===== src/design/mcct_pkg.sv =====
package mcct_pkg;

  // Grid and fixed-point setup
  localparam int GRID_DIM  = 256;
  localparam int FRAC_BITS = 8;
  localparam int FRAC_W    = FRAC_BITS + 1;
  localparam int COORD_W   = 17;
  localparam int NUM_EDGES = 12;
  localparam int MAX_TRIS  = 5;
  localparam int ROW_W     = 4 * 3 * MAX_TRIS;

  // Queue between the classifier pipeline and the emitter
  localparam int QDEPTH = 4;
  localparam int QPTR_W = $clog2(QDEPTH);
  localparam int QCNT_W = $clog2(QDEPTH + 1);

  // Edge code that marks an unused slot of a table row
  localparam logic [3:0] EDGE_NONE = 4'hf;

  // Corner offsets along each axis, bit c for corner c
  localparam logic [7:0] OFF_X = 8'b0110_0110;
  localparam logic [7:0] OFF_Y = 8'b1100_1100;
  localparam logic [7:0] OFF_Z = 8'b1111_0000;

  // End corners of each cube edge
  localparam logic [2:0] EDGE_A [NUM_EDGES] = '{
    3'd0, 3'd1, 3'd2, 3'd3, 3'd4, 3'd5, 3'd6, 3'd7, 3'd0, 3'd1, 3'd2, 3'd3};
  localparam logic [2:0] EDGE_B [NUM_EDGES] = '{
    3'd1, 3'd2, 3'd3, 3'd0, 3'd5, 3'd6, 3'd7, 3'd4, 3'd4, 3'd5, 3'd6, 3'd7};

  // Triangle table: edge codes, first code in the top nibble, padded with EDGE_NONE
  localparam logic [ROW_W-1:0] TRI_ROM [256] = '{
    60'hfffffffffffffff, 60'h083ffffffffffff, 60'h019ffffffffffff, 60'h183981fffffffff,
    60'h12affffffffffff, 60'h08312afffffffff, 60'h92a029fffffffff, 60'h2832a8a98ffffff,
    60'h3b2ffffffffffff, 60'h0b28b0fffffffff, 60'h19023bfffffffff, 60'h1b219b98bffffff,
    60'h3a1ba3fffffffff, 60'h0a108a8baffffff, 60'h3903b9ba9ffffff, 60'h98aa8bfffffffff,
    60'h478ffffffffffff, 60'h430734fffffffff, 60'h019847fffffffff, 60'h419471731ffffff,
    60'h12a847fffffffff, 60'h34730412affffff, 60'h92a902847ffffff, 60'h2a9297273794fff,
    60'h8473b2fffffffff, 60'hb47b24204ffffff, 60'h90184723bffffff, 60'h47b94b9b2921fff,
    60'h3a13ba784ffffff, 60'h1ba14b1047b4fff, 60'h47890b9bab03fff, 60'h47b4b99baffffff,
    60'h954ffffffffffff, 60'h954083fffffffff, 60'h054150fffffffff, 60'h854835315ffffff,
    60'h12a954fffffffff, 60'h30812a495ffffff, 60'h52a542402ffffff, 60'h2a5325354348fff,
    60'h95423bfffffffff, 60'h0b208b495ffffff, 60'h05401523bffffff, 60'h21525828b485fff,
    60'ha3ba13954ffffff, 60'h4950818a18bafff, 60'h54050b5bab03fff, 60'h54858aa8bffffff,
    60'h978579fffffffff, 60'h930953573ffffff, 60'h078017157ffffff, 60'h153357fffffffff,
    60'h978957a12ffffff, 60'ha12950530573fff, 60'h802825857a52fff, 60'h2a5253357ffffff,
    60'h7957893b2ffffff, 60'h95797292027bfff, 60'h23b018178157fff, 60'hb21b17715ffffff,
    60'h958857a13a3bfff, 60'h5705097b010aba0, 60'hba0b03a50807570, 60'hba57b5fffffffff,
    60'ha65ffffffffffff, 60'h0835a6fffffffff, 60'h9015a6fffffffff, 60'h1831985a6ffffff,
    60'h165261fffffffff, 60'h165126308ffffff, 60'h965906026ffffff, 60'h598582526328fff,
    60'h23ba65fffffffff, 60'hb08b20a65ffffff, 60'h01923b5a6ffffff, 60'h5a61929b298bfff,
    60'h63b653513ffffff, 60'h08b0b50515b6fff, 60'h3b6036065059fff, 60'h65969bb98ffffff,
    60'h5a6478fffffffff, 60'h43047365affffff, 60'h1905a6847ffffff, 60'ha65197173794fff,
    60'h612651478ffffff, 60'h125526304347fff, 60'h847905065026fff, 60'h739794329596269,
    60'h3b2784a65ffffff, 60'h5a647242027bfff, 60'h01947823b5a6fff, 60'h9219b294b7b45a6,
    60'h8473b53515b6fff, 60'h51b5b610b7b404b, 60'h059065036b63847, 60'h65969b4797b9fff,
    60'ha4964afffffffff, 60'h4a649a083ffffff, 60'ha01a60640ffffff, 60'h83181686461afff,
    60'h149124264ffffff, 60'h308129249264fff, 60'h024426fffffffff, 60'h832824426ffffff,
    60'ha49a64b23ffffff, 60'h08228b49a4a6fff, 60'h3b201606461afff, 60'h64161a48121b8b1,
    60'h964936913b63fff, 60'h8b1810b61914641, 60'h3b6360064ffffff, 60'h648b68fffffffff,
    60'h7a678a89affffff, 60'h0730a709a67afff, 60'ha671a7178180fff, 60'ha67a71173ffffff,
    60'h126168189867fff, 60'h269291679093739, 60'h780706602ffffff, 60'h732672fffffffff,
    60'h23ba68a89867fff, 60'h20727b09767a9a7, 60'h1801781a767a23b, 60'hb21b17a61671fff,
    60'h896867916b63136, 60'h091b67fffffffff, 60'h7807063b0b60fff, 60'h7b6ffffffffffff,
    60'h76bffffffffffff, 60'h308b76fffffffff, 60'h019b76fffffffff, 60'h819831b76ffffff,
    60'ha126b7fffffffff, 60'h12a3086b7ffffff, 60'h2902a96b7ffffff, 60'h6b72a3a83a98fff,
    60'h723627fffffffff, 60'h708760620ffffff, 60'h276237019ffffff, 60'h162186198876fff,
    60'ha76a17137ffffff, 60'ha7617a187108fff, 60'h03707a0a96a7fff, 60'h76a7a88a9ffffff,
    60'h684b86fffffffff, 60'h36b306046ffffff, 60'h86b846901ffffff, 60'h946963931b36fff,
    60'h6846b82a1ffffff, 60'h12a30b06b046fff, 60'h4b846b0292a9fff, 60'ha93a32943b36463,
    60'h823842462ffffff, 60'h042462fffffffff, 60'h190234246438fff, 60'h194142246ffffff,
    60'h8138618466a1fff, 60'ha10a06604ffffff, 60'h4634386a3039a93, 60'ha946a4fffffffff,
    60'h49576bfffffffff, 60'h083495b76ffffff, 60'h50154076bffffff, 60'hb76834354315fff,
    60'h954a1276bffffff, 60'h6b712a083495fff, 60'h76b54a42a402fff, 60'h348354325a52b76,
    60'h723762549ffffff, 60'h954086062687fff, 60'h362376150540fff, 60'h628687218485158,
    60'h954a16176137fff, 60'h16a176107870954, 60'h40a4a503a6a737a, 60'h76a7a854a48afff,
    60'h6956b9b89ffffff, 60'h36b063056095fff, 60'h0b805b01556bfff, 60'h6b3635531ffffff,
    60'h12a95b9b8b56fff, 60'h0b306b09656912a, 60'hb85b56805a52025, 60'h6b36352a3a53fff,
    60'h589528562382fff, 60'h956960062ffffff, 60'h158180568382628, 60'h156216fffffffff,
    60'h13616a386569896, 60'ha10a06950560fff, 60'h03856afffffffff, 60'ha56ffffffffffff,
    60'hb5a75bfffffffff, 60'hb5ab75830ffffff, 60'h5b75ab190ffffff, 60'ha75ab7981831fff,
    60'hb12b71751ffffff, 60'h08312717572bfff, 60'h9759279022b7fff, 60'h75272b592328982,
    60'h25a235375ffffff, 60'h820852875a25fff, 60'h9015a35373a2fff, 60'h982921872a25752,
    60'h135375fffffffff, 60'h087071175ffffff, 60'h903935537ffffff, 60'h987597fffffffff,
    60'h5845a8ab8ffffff, 60'h5045b05abb30fff, 60'h01984a8aba45fff, 60'hab4a45b34941314,
    60'h2512852b8458fff, 60'h04b0b345b2b151b, 60'h0250592b5458b85, 60'h9452b3fffffffff,
    60'h25a352345384fff, 60'h5a2524420ffffff, 60'h3a235a385458019, 60'h5a2524192942fff,
    60'h845853351ffffff, 60'h045105fffffffff, 60'h845853905035fff, 60'h945ffffffffffff,
    60'h4b749b9abffffff, 60'h0834979b79abfff, 60'h1ab1b414074bfff, 60'h3143481a474bab4,
    60'h4b79b492b912fff, 60'h9749b791b2b1083, 60'hb74b42240ffffff, 60'hb74b42834324fff,
    60'h29a279237749fff, 60'h9a7974a27870207, 60'h37a3a274a1a040a, 60'h1a2874fffffffff,
    60'h491417713ffffff, 60'h491417081871fff, 60'h403743fffffffff, 60'h487ffffffffffff,
    60'h9a8ab8fffffffff, 60'h30939bb9affffff, 60'h01a0a88abffffff, 60'h31ab3afffffffff,
    60'h12b1b99b8ffffff, 60'h30939b1292b9fff, 60'h02b80bfffffffff, 60'h32bffffffffffff,
    60'h23828aa89ffffff, 60'h9a2092fffffffff, 60'h23828a0181a8fff, 60'h1a2ffffffffffff,
    60'h138918fffffffff, 60'h091ffffffffffff, 60'h038ffffffffffff, 60'hfffffffffffffff
  };

  // One classified cell, waiting to be emitted
  typedef struct packed {
    logic [7:0]                           idx;
    logic [7:0]                           cx;
    logic [7:0]                           cy;
    logic [7:0]                           cz;
    logic [NUM_EDGES-1:0][FRAC_W-1:0]     frac;
  } entry_t;

  // One triangle beat
  typedef struct packed {
    logic [2:0][2:0][COORD_W-1:0] vtx;     // [vertex][axis], axis 0 is x
    logic [2:0]                   tri_number;
    logic                         last;
  } tri_t;

  // Number of triangles for a cube index
  function automatic logic [2:0] tri_count(input logic [7:0] idx);
    logic [ROW_W-1:0] row;
    logic [2:0]       n;
    row = TRI_ROM[idx];
    n = 3'd0;
    for (int k = 0; k < MAX_TRIS; k++) begin
      if (row[ROW_W-1-12*k -: 4] != EDGE_NONE) n = n + 3'd1;
    end
    return n;
  endfunction

  // Edge code at slot pos of a row
  function automatic logic [3:0] tri_edge(input logic [7:0] idx, input logic [3:0] pos);
    logic [ROW_W-1:0] row;
    row = TRI_ROM[idx];
    return row[ROW_W-1-4*int'(pos) -: 4];
  endfunction

  // Cell index clamp to the grid
  function automatic logic [7:0] sat_cell(input logic [7:0] c);
    if (32'(c) > GRID_DIM - 1) return 8'(GRID_DIM - 1);
    return c;
  endfunction

  // One axis of an edge vertex
  function automatic logic [COORD_W-1:0] axis_coord(input logic [7:0] cpos,
                                                    input logic oa, input logic ob,
                                                    input logic [FRAC_W-1:0] frac);
    logic [COORD_W:0] base;
    base = ((COORD_W+1)'(cpos) + (COORD_W+1)'(oa)) << FRAC_BITS;
    if (ob && !oa) base = base + (COORD_W+1)'(frac);
    else if (oa && !ob) base = base - (COORD_W+1)'(frac);
    return base[COORD_W-1:0];
  endfunction

endpackage


===== src/design/mcct_queue.sv =====
module mcct_queue (
  input  logic               clk,
  input  logic               rst,
  input  logic               push,
  input  mcct_pkg::entry_t   push_entry,
  input  logic               pop,
  output logic               head_valid,
  output mcct_pkg::entry_t   head_entry
);

  mcct_pkg::entry_t                  slots [mcct_pkg::QDEPTH];
  logic [mcct_pkg::QPTR_W-1:0]       wr_ptr;
  logic [mcct_pkg::QPTR_W-1:0]       rd_ptr;
  logic [mcct_pkg::QCNT_W-1:0]       count;

  assign head_valid = count != '0;
  assign head_entry = slots[rd_ptr];

  // Pointers and fill level
  always_ff @(posedge clk) begin
    if (rst) begin
      wr_ptr <= '0;
      rd_ptr <= '0;
      count  <= '0;
    end else begin
      if (push)
        wr_ptr <= (wr_ptr == mcct_pkg::QPTR_W'(mcct_pkg::QDEPTH - 1)) ? '0 : wr_ptr + 1'b1;
      if (pop)
        rd_ptr <= (rd_ptr == mcct_pkg::QPTR_W'(mcct_pkg::QDEPTH - 1)) ? '0 : rd_ptr + 1'b1;
      count <= count + mcct_pkg::QCNT_W'(push) - mcct_pkg::QCNT_W'(pop);
    end
  end

  // Entry storage
  always_ff @(posedge clk) begin
    if (push) slots[wr_ptr] <= push_entry;
  end

endmodule


===== config.mk =====
export PLATFORM = sky130hd
export DESIGN_NAME = mcct_queue
export DESIGN_NICKNAME = d
export VERILOG_FILES = /design/src/design/mcct_pkg.sv /design/src/design/mcct_queue.sv
export SDC_FILE = /design/constraint.sdc
export NUM_CORES = 1
export LEC_CHECK = 0
export BUFFER_PORTS_ARGS = -buffer_cell sky130_fd_sc_hd__buf_4
export CORE_UTILIZATION = 48
export DETAILED_ROUTE_END_ITERATION = 8
export PLACE_DENSITY = 0.77
export SKIP_LAST_GASP = 1
export SYNTH_ARGS = -nofsm -noshare
export SYNTH_HDL_FRONTEND = slang
export SYNTH_SLANG_ARGS = --single-unit
export TNS_END_PERCENT = 1

===== constraint.sdc =====
create_clock -name clk -period 6.1 [get_ports clk]
set_input_delay 0.305 -clock clk [delete_from_list [all_inputs] [get_ports clk]]
set_output_delay 0.305 -clock clk [all_outputs]
set_load 0.02 [all_outputs]

==> results.toml <==
[worst_setup_path]
critical_path_class = "reg2out"
cp_max_fo = 61
start_kind = "flip-flop"
arrival_ps = 3070
cp.required_ps = 5790
endpoint_kind = "output port"

[outcome]
status = "finished, final reports clean"

[yosys]
yosysSeqAreaShare = 0.8229
syn_nets = 925
syn_inst = 773
syn_area_sq_mm = 0.02065
yosysWarnings = 0
synth-edff-count = 560
ys_seq_elements = 569
synth_top_cell_by_area = "edfxtp_1"
yosysMostFrequentCell = "edfxtp_1"
synth.top_cell.area_share = 0.8142
synthArstFlopShare = 0
synth_area_leaders = "edfxtp_1 81%, mux4_2 15%, dfxtp_1 0.87%"
synthFlopType = "edfxtp_1"
synth_commonest_cells = "560 x edfxtp_1, 140 x mux4_2, 15 x buf_2"
syn_area_per_cell_sq_um = 26.72
synthDistinctLibCells = 19

[sta]
drv_slew = 0
fin_crit_sh = 0.5535
finClkSkew_ps = 16.60
holdWs_ps = 85.21
fmax_mhz = 296.2
grt_setup_unrepaired = "no"
hold_viol = 0
setup_viol_count_final = 0
tightest_slew_ps = 952.0
tns_ps = 0
slew_headroom = 0.3654
min_period_ps = 3376
finalWorstSetupSlack_ps = 2724

[drt]
wl_met3_mm = 2.941
drt_iter0_markers = 678
drc = 0
viasPerCell = 5.438
ant_nets = 0
wl_per_cell_um = 22.57
dr_wl_met2_mm = 20.79
met1_length_mm = 16.40
wl_mm = 41.04
routed.top_layer = "met5"
drtPass1Iterations = 5
vias = 9886

[grt]
grt_pass1_wl_mm = 62.24
grt_antenna_before_repair = 9
grt_max_degree = 95
track_usage = 0.1905
overflow = 0
grt_pass1_vias = 10819

[placement]
gp_congestion = 0.7383
portBuffers = 284
dp_hpwl_mm = 21.97
dpl_worst_slack_ps = 3286
placed_area_sq_mm = 0.02335

[clock_tree]
cts_setup_buffers = 0
cts_htree_levels = 2
cts_root_buffer = "clkbuf_16"
cts.sinks = 569
ctsHoldBuffers = 141
clk_latency_ps = 590
cts_resized = 0
clock_path_buffers = 3
cts_tree = "yes"
cts_buffers = 55
clk_pin_slew_ps = 60

[finish]
fin_nets = 1384
finalInstanceArea_sq_mm = 0.02653
layout-drive-gt1-share = 0.4052
syn_to_final_growth_pct = 28.45
fillCellCount = 2787

[floorplan]
core_sq_mm = 0.04223
design.die.area_sq_mm = 0.04387
die_w_um = 209.4
start_util = 0.4891
io_pins = 285
placementRows = 75
die_y_um = 209.4

[power]
vdd_ir_drop_max_uv = 294.1
pwr_density_cell_mw_per_mm2 = 330.9
p_leak_uw = 0.008994
total_power_uw = 8778

[run]
max_cap_violations = 0

[worst_hold_path]
hold_path_class = "in2reg"
-- critical path, cell delays in order, from the launching register on --
cell,delay (ps)
dfxtp_4,960
buf_4,850
mux4_2,460
buf_4,180
-- flip-flops by register name, summed over array words and instances, names as in the netlist, named ones only --
register  flops
slots       560
count         3
rd_ptr        2
wr_ptr        2
-- kinds of logic (layout without fill, tap and decap cells) --
family	Yosys count	after routing	share of synthesized area
DFF	569	569	0.8229
muxes	142	142	0.1536
buffers and inverters	37	535	0.01272
and+or+nand+nor	14	14	0.003998
adders and majority gates	8	8	0.005209
AOI/OAI and AO/OA	2	2	0.0004846
xor gates and xnor gates	1	1	0.001090
other	0	8	0
-- final cells by class --
cell class / count / area [sq um] / area share
Timing Repair Buffer: 434 / 3661 / 0.1380
Clock buffer: 74 / 1520 / 0.05730
Antenna cell: 8 / 20.02 / 0.0007545
Sequential cell: 569 / 17000 / 0.6409
Tap cell: 539 / 674.4 / 0.02542
Multi-Input combinational cell: 167 / 3406 / 0.1284
Inverter: 5 / 18.77 / 0.0007074
Clock inverter: 22 / 227.7 / 0.008583
-- path summary, 6_finish.rpt --
| check | cells after the start | to | startpoint | slack, ps |
|---|---|---|---|---|
| setup reg to reg | 4 | slots[1][98] | wr_ptr[1] | 3730 |
| setup / recovery | 3 | head_entry[92] | flip-flop | 2720 |
| hold reg to reg | 2 | flip-flop | rd_ptr[0] | 530 |
| hold / removal | 3 | wr_ptr[0] | push | 90 |
-- metal layers --
metal  GRT usage  vias to the layer above
met2      0.3255                      341
met5           0                        -
met1      0.2367                     5209
li1            -                     4274
met4     0.05882                        4
met3     0.05402                       58
-- report_power, final --
group	leakage, uW	total, uW	internal (uW)	switching (uW)
Sequential	0.00522	4520	4470	56.2
Clock	0.000855	3290	1940	1350
Combinational	0.00292	963	470	494
Total	0.00899	8780	6880	1900
-- metrics by stage --
step,utilization,instances
5_1_grt,0.6282,1816
3_5_place_dp,0.5530,1573
3_3_place_gp,0.5530,1573
4_1_cts,0.6278,1810
6_report,0.6283,1818
2_1_floorplan,-,773
-- placed cells by master (no fill, tap or decap), types with 7 or more instances in the layout --
cell           netlist  routed
mux4_2             140     140
buf_4                4     289
clkinv_1             0       8
clkbuf_16            0      57
clkbuf_1             1      14
dfxtp_1              9       7
ha_1                 7       7
dlygate4sd3_1        0     141
edfxtp_1           560     560
diode_2              0       8
clkinv_2             0       8
Note: power is estimated with default switching activity, not from simulation.
